$ cat config.mk
export PLATFORM = sky130hd
export DESIGN_NAME = tabt_ram
export DESIGN_NICKNAME = d
export VERILOG_FILES = /design/src/design/tabt_ram.sv
export SDC_FILE = /design/constraint.sdc
export NUM_CORES = 1
export LEC_CHECK = 0
export ABC_CLOCK_PERIOD_IN_PS = 2350
export BUFFER_PORTS_ARGS = -buffer_cell sky130_fd_sc_hd__buf_2
export CAP_MARGIN = 20
export CORE_UTILIZATION = 56
export CTS_CLUSTER_DIAMETER = 150
export DETAILED_ROUTE_END_ITERATION = 10
export GPL_TIMING_DRIVEN = 0
export PLACE_DENSITY = 0.71
export SETUP_SLACK_MARGIN = 0.15
export SYNTH_ARGS = -nofsm -noshare
export SYNTH_HDL_FRONTEND = slang
export SYNTH_SLANG_ARGS = --single-unit
export TNS_END_PERCENT = 100
$ cat constraint.sdc
create_clock -name clk -period 2.35 [get_ports clk]
set_input_delay 0.47 -clock clk [delete_from_list [all_inputs] [get_ports clk]]
set_output_delay 0.47 -clock clk [all_outputs]
set_load 0.01 [all_outputs]
$ cat src/design/tabt_ram.sv
module tabt_ram
    #(
        parameter int unsigned WIDTH = 8,
        parameter int unsigned DEPTH = 64
    )
    (
        input  logic                                    clk,
        input  logic                                    we,
        input  logic [(DEPTH > 1 ? $clog2(DEPTH) : 1)-1:0] waddr,
        input  logic [WIDTH-1:0]                        wdata,
        input  logic                                    re,
        input  logic [(DEPTH > 1 ? $clog2(DEPTH) : 1)-1:0] raddr,
        output logic [WIDTH-1:0]                        rdata
    );

    logic [WIDTH-1:0] mem_reg [DEPTH];

    // one write port, one registered read port
    always_ff @(posedge clk)
    begin
        if (we)
        begin
            mem_reg[waddr] <= wdata;
        end
        if (re)
        begin
            rdata <= mem_reg[raddr];
        end
    end

endmodule
# Yosys cells after proc, flatten, opt, wreduce, memory -nomap -nowiden
# Memory sizes are Yosys's and may differ from the RTL's. A register that Yosys moved wholly into a read port is not among the register bits.
# Index checks and enable logic that the tools add are counted.
classes:
  n_mux: 2
op_table:
  columns: ["op", "count"]
  rows:
  - ["1-bit 2-to-1 mux", 2]
word_totals:
  ff_bits: 0
  ramBits: 512
  inputBits: 23
  output_inout_bits: 8
  elab_cells: 3
  mem_count: 1
memory_table:
  columns: ["memory", "words", "word_bits", "rd", "rd_ports_with_merged_regs", "write_ports", "line_no", "source"]
  rows:
  - ["mem_reg", 64, 8, 1, 1, 1, "16", "logic [WIDTH-1:0] mem_reg [DEPTH];"]

# Logic depth before layout (Yosys ltp)
depth:
  word_depth: 2
  depth_mapped: 9

# Worst setup path after synthesis
# No wires, ideal clock.
synth_timing:
  path_kind: "input port to flip-flop"
  start: "in raddr[1] (netlist bit)"
  end: "reg rdata[3], read port of mem_reg (data pin)"
  setup_ns: 0.266
  t_arrival_ns: 2.010
  required_ns: 2.084
  slack_ns: 0.074
  path_stages: 7
  path_buffers: 3
  path_cell_list: "buf_4 buf_2 buf_2 mux4_2 mux4_2 o21ai_1 o41ai_1"
synth_lines:
  columns: ["item", "line_no", "source"]
  rows:
  - ["start: declaration", "12", "input logic [(DEPTH > 1 ? $clog2(DEPTH) : 1)-1:0] raddr,"]
  - ["end: declaration", "13", "output logic [WIDTH-1:0] rdata"]

==> results.toml <==
[global_route]
grt_first_pass_wirelength_mm = 67.2
antenna_found_initial = 3
track_usage_pct = 26.1
gr-total-overflow = 0
grt_pass1_vias = 9731
grt_max_degree = 65

[synthesis]
syn-cell-area_um2 = 20200
synthArstFlopShare_pct = 0
synth_top_area_share_pct = 77.1
yosys_register_bits = 520
synthTopCellsByArea = "edfxtp_1, mux4_2, nor2_1"
syn_area_per_cell_um2 = 21.5
synth_edf_count = 520
synth.distinct_cells = 39
ys_seq_area_share_pct = 77.1
synth_top_flop_cell = "edfxtp_1"
netlist_instances = 940
yosysWarnings = 0
synth_area_leader_cell = "edfxtp_1"
synthesis.nets = 963

[run_status]
status = "complete, no violations"

[finish]
instances_no_fill = 1524
finalCoreUtilization_pct = 64.2
drive_above_1_share_pct = 28.0
seq_area_um2 = 15600
area_growth_pct = 12.7
multi_input_area_um2 = 4410
fillers = 2321
largest_reg_flops = 512
layout.nets = 1047

[timing]
period_share_pct = 93.2
fmax_ghz = 0.457
drv_slew = 0
skew_ns = 0.0174
period_needed_ns = 2.19
tightestPinTransition_ns = 0.940
max-slew-margin-rel_pct = 37.1
hold_violations = 0
setup_viol = 0
rsz0062_at_grt = "yes"
tns_ns = 0

[min_path]
hp-start = "wdata[7]"
hp-class = "primary input to flop"

[route]
ant_nets = 0
drc_errors = 0
dr.pass1.iters = 5
routed_wl_mm = 46.4
wl_per_cell_um = 30.4
vias = 10000
vias_per_cell = 6.56
drtIter0Drc = 1285

[floorplanning]
io_pins = 31
die_w_um = 192
core_um2 = 35600
die-area_um2 = 36900
initial_core_util_pct = 56.9
fp.dieH_um = 192
rows = 69

[clocking]
htreeDepth = 2
clock_path_buffers = 3
cts_buffers = 50
clockRootBuffer = "clkbuf_16"
cts_tree = "done"
clock_sinks = 520
clk_latency_ns = 0.58
cts.clk_slew.worst_paths_ns = 0.06
hold_buffers = 0

[setup_path]
r2r-start = "mem_reg[29][6]"
arrival_ns = 2.52
cp.required_ns = 2.68
startpoint = "raddr[2]"
path_max_fanout = 10
path_class = "primary input to flop"
worstSetupEndpointType = "flop"
cp-start-kind = "primary input"

[pwr]
p_per_area_nw_per_um2 = 831
leakage_nw = 7.13
irDropWorstVdd_uv = 570
power_w = 0.0190

[flow_run]
maxCapViolCount = 0

[placement]
post-dp-hpwl_mm = 28.8
io_buffers = 22
dp.cells = 1425
globalplace.congestion = 0.933
==> cells in the final DEF, fill, tap and decap left out, types with 4 or more instances in the layout <==
cell type and instances:
edfxtp_1 520, mux4_2 126, nor2_1 82, clkbuf_16 50, buf_2 27, nand2_1 19
mux2i_1 19, clkbuf_1 18, buf_6 14, nor2b_1 14, mux2_2 13, clkinv_2 13
nand3_1 12, clkinv_1 11, buf_4 10, buf_12 9, o221ai_1 8, nand2b_1 7
o22ai_1 7, nor3_1 6, clkbuf_2 5, a211oi_1 4, a221oi_1 4
==> power breakdown <==
group	switching (W)	internal, W
Combinational	0.000673	0.000413
Clock	0.00336	0.00423
Sequential	0.0000163	0.0103
==> cells by family (layout without fill, tap and decap cells) <==
group                  count (synthesis)  after routing  synth area share, %
flip-flops                           520            520                 77.1
multiplexers                         162            162                 15.9
AND/OR/NAND/NOR                      153            153                 3.37
AO/OA/AOI/OAI                         54             54                 2.06
buffers and inverters                 51            172                 1.56
other                                  0              2                    0
==> final cells by class <==
class	count	share of cell area [%]
antenna	2	0.0219
clock buffer	58	5.61
tap	461	2.53
sequential	520	68.4
timing repair buffer	32	1.28
multi-input combinational	369	19.3
buffer	51	1.78
clock inverter	31	1.04
==> per-layer routing <==
metal	part of all wire, %	vias up	track usage, %
met5	0.028	-	0
met1	41	5173	38.9
met3	10	105	6.32
met4	2.9	2	7.72
li1	-	4106	-
met2	46	617	38.9
==> cells in the mapped netlist (4+ instances only) <==
cell type    n
nand3_1     13
nand2b_1     7
mux2_2      13
buf_1        4
mux4_2     126
o221ai_1     8
nor2_1      83
edfxtp_1   520
buf_6        4
a221oi_1     6
nand2_1     19
nor3_1       7
buf_4       13
nor2b_1     14
a211oi_1     4
mux2i_1     23
buf_2       11
clkbuf_1    17
o22ai_1      8
==> worst max-delay path: stages <==
cell and delay, ns:
buf_2 0.16, buf_4 0.22, buf_2 0.26, nor2_1 0.35, o221ai_1 0.20, nor2_1 0.30, nor3_2 0.12, o32ai_2 0.41
==> through the flow <==
stage / hold slack [ns] / setup slack (ns) / instance area [µm²]
floorplan: 0.569 / 0.150 / 20300
global placement: 0.803 / -1.06 / 20900
detailed placement: 0.829 / -1.09 / 21000
CTS: 0.242 / 0.104 / 22500
global route: 0.253 / 0.104 / 22800
finish: 0.241 / 0.160 / 22800
==> path summary, 6_finish.rpt <==
kind | slack (ns) | cells after the start | endpoint
max | 0.16 | 8 | rdata[4]
min | 0.24 | 1 | mem_reg[55][7]
max reg2reg | 0.17 | 5 | rdata[6]
min reg2reg | 1.02 | 4 | rdata[2]
==> repair_timing <==
item / 4_1_cts / 5_1_grt
buffers inserted: 0 / 0
endpoints found under the setup margin: 8 / 49
gates resized for setup: 24 / 30
Power figures use the tool's default switching activity.
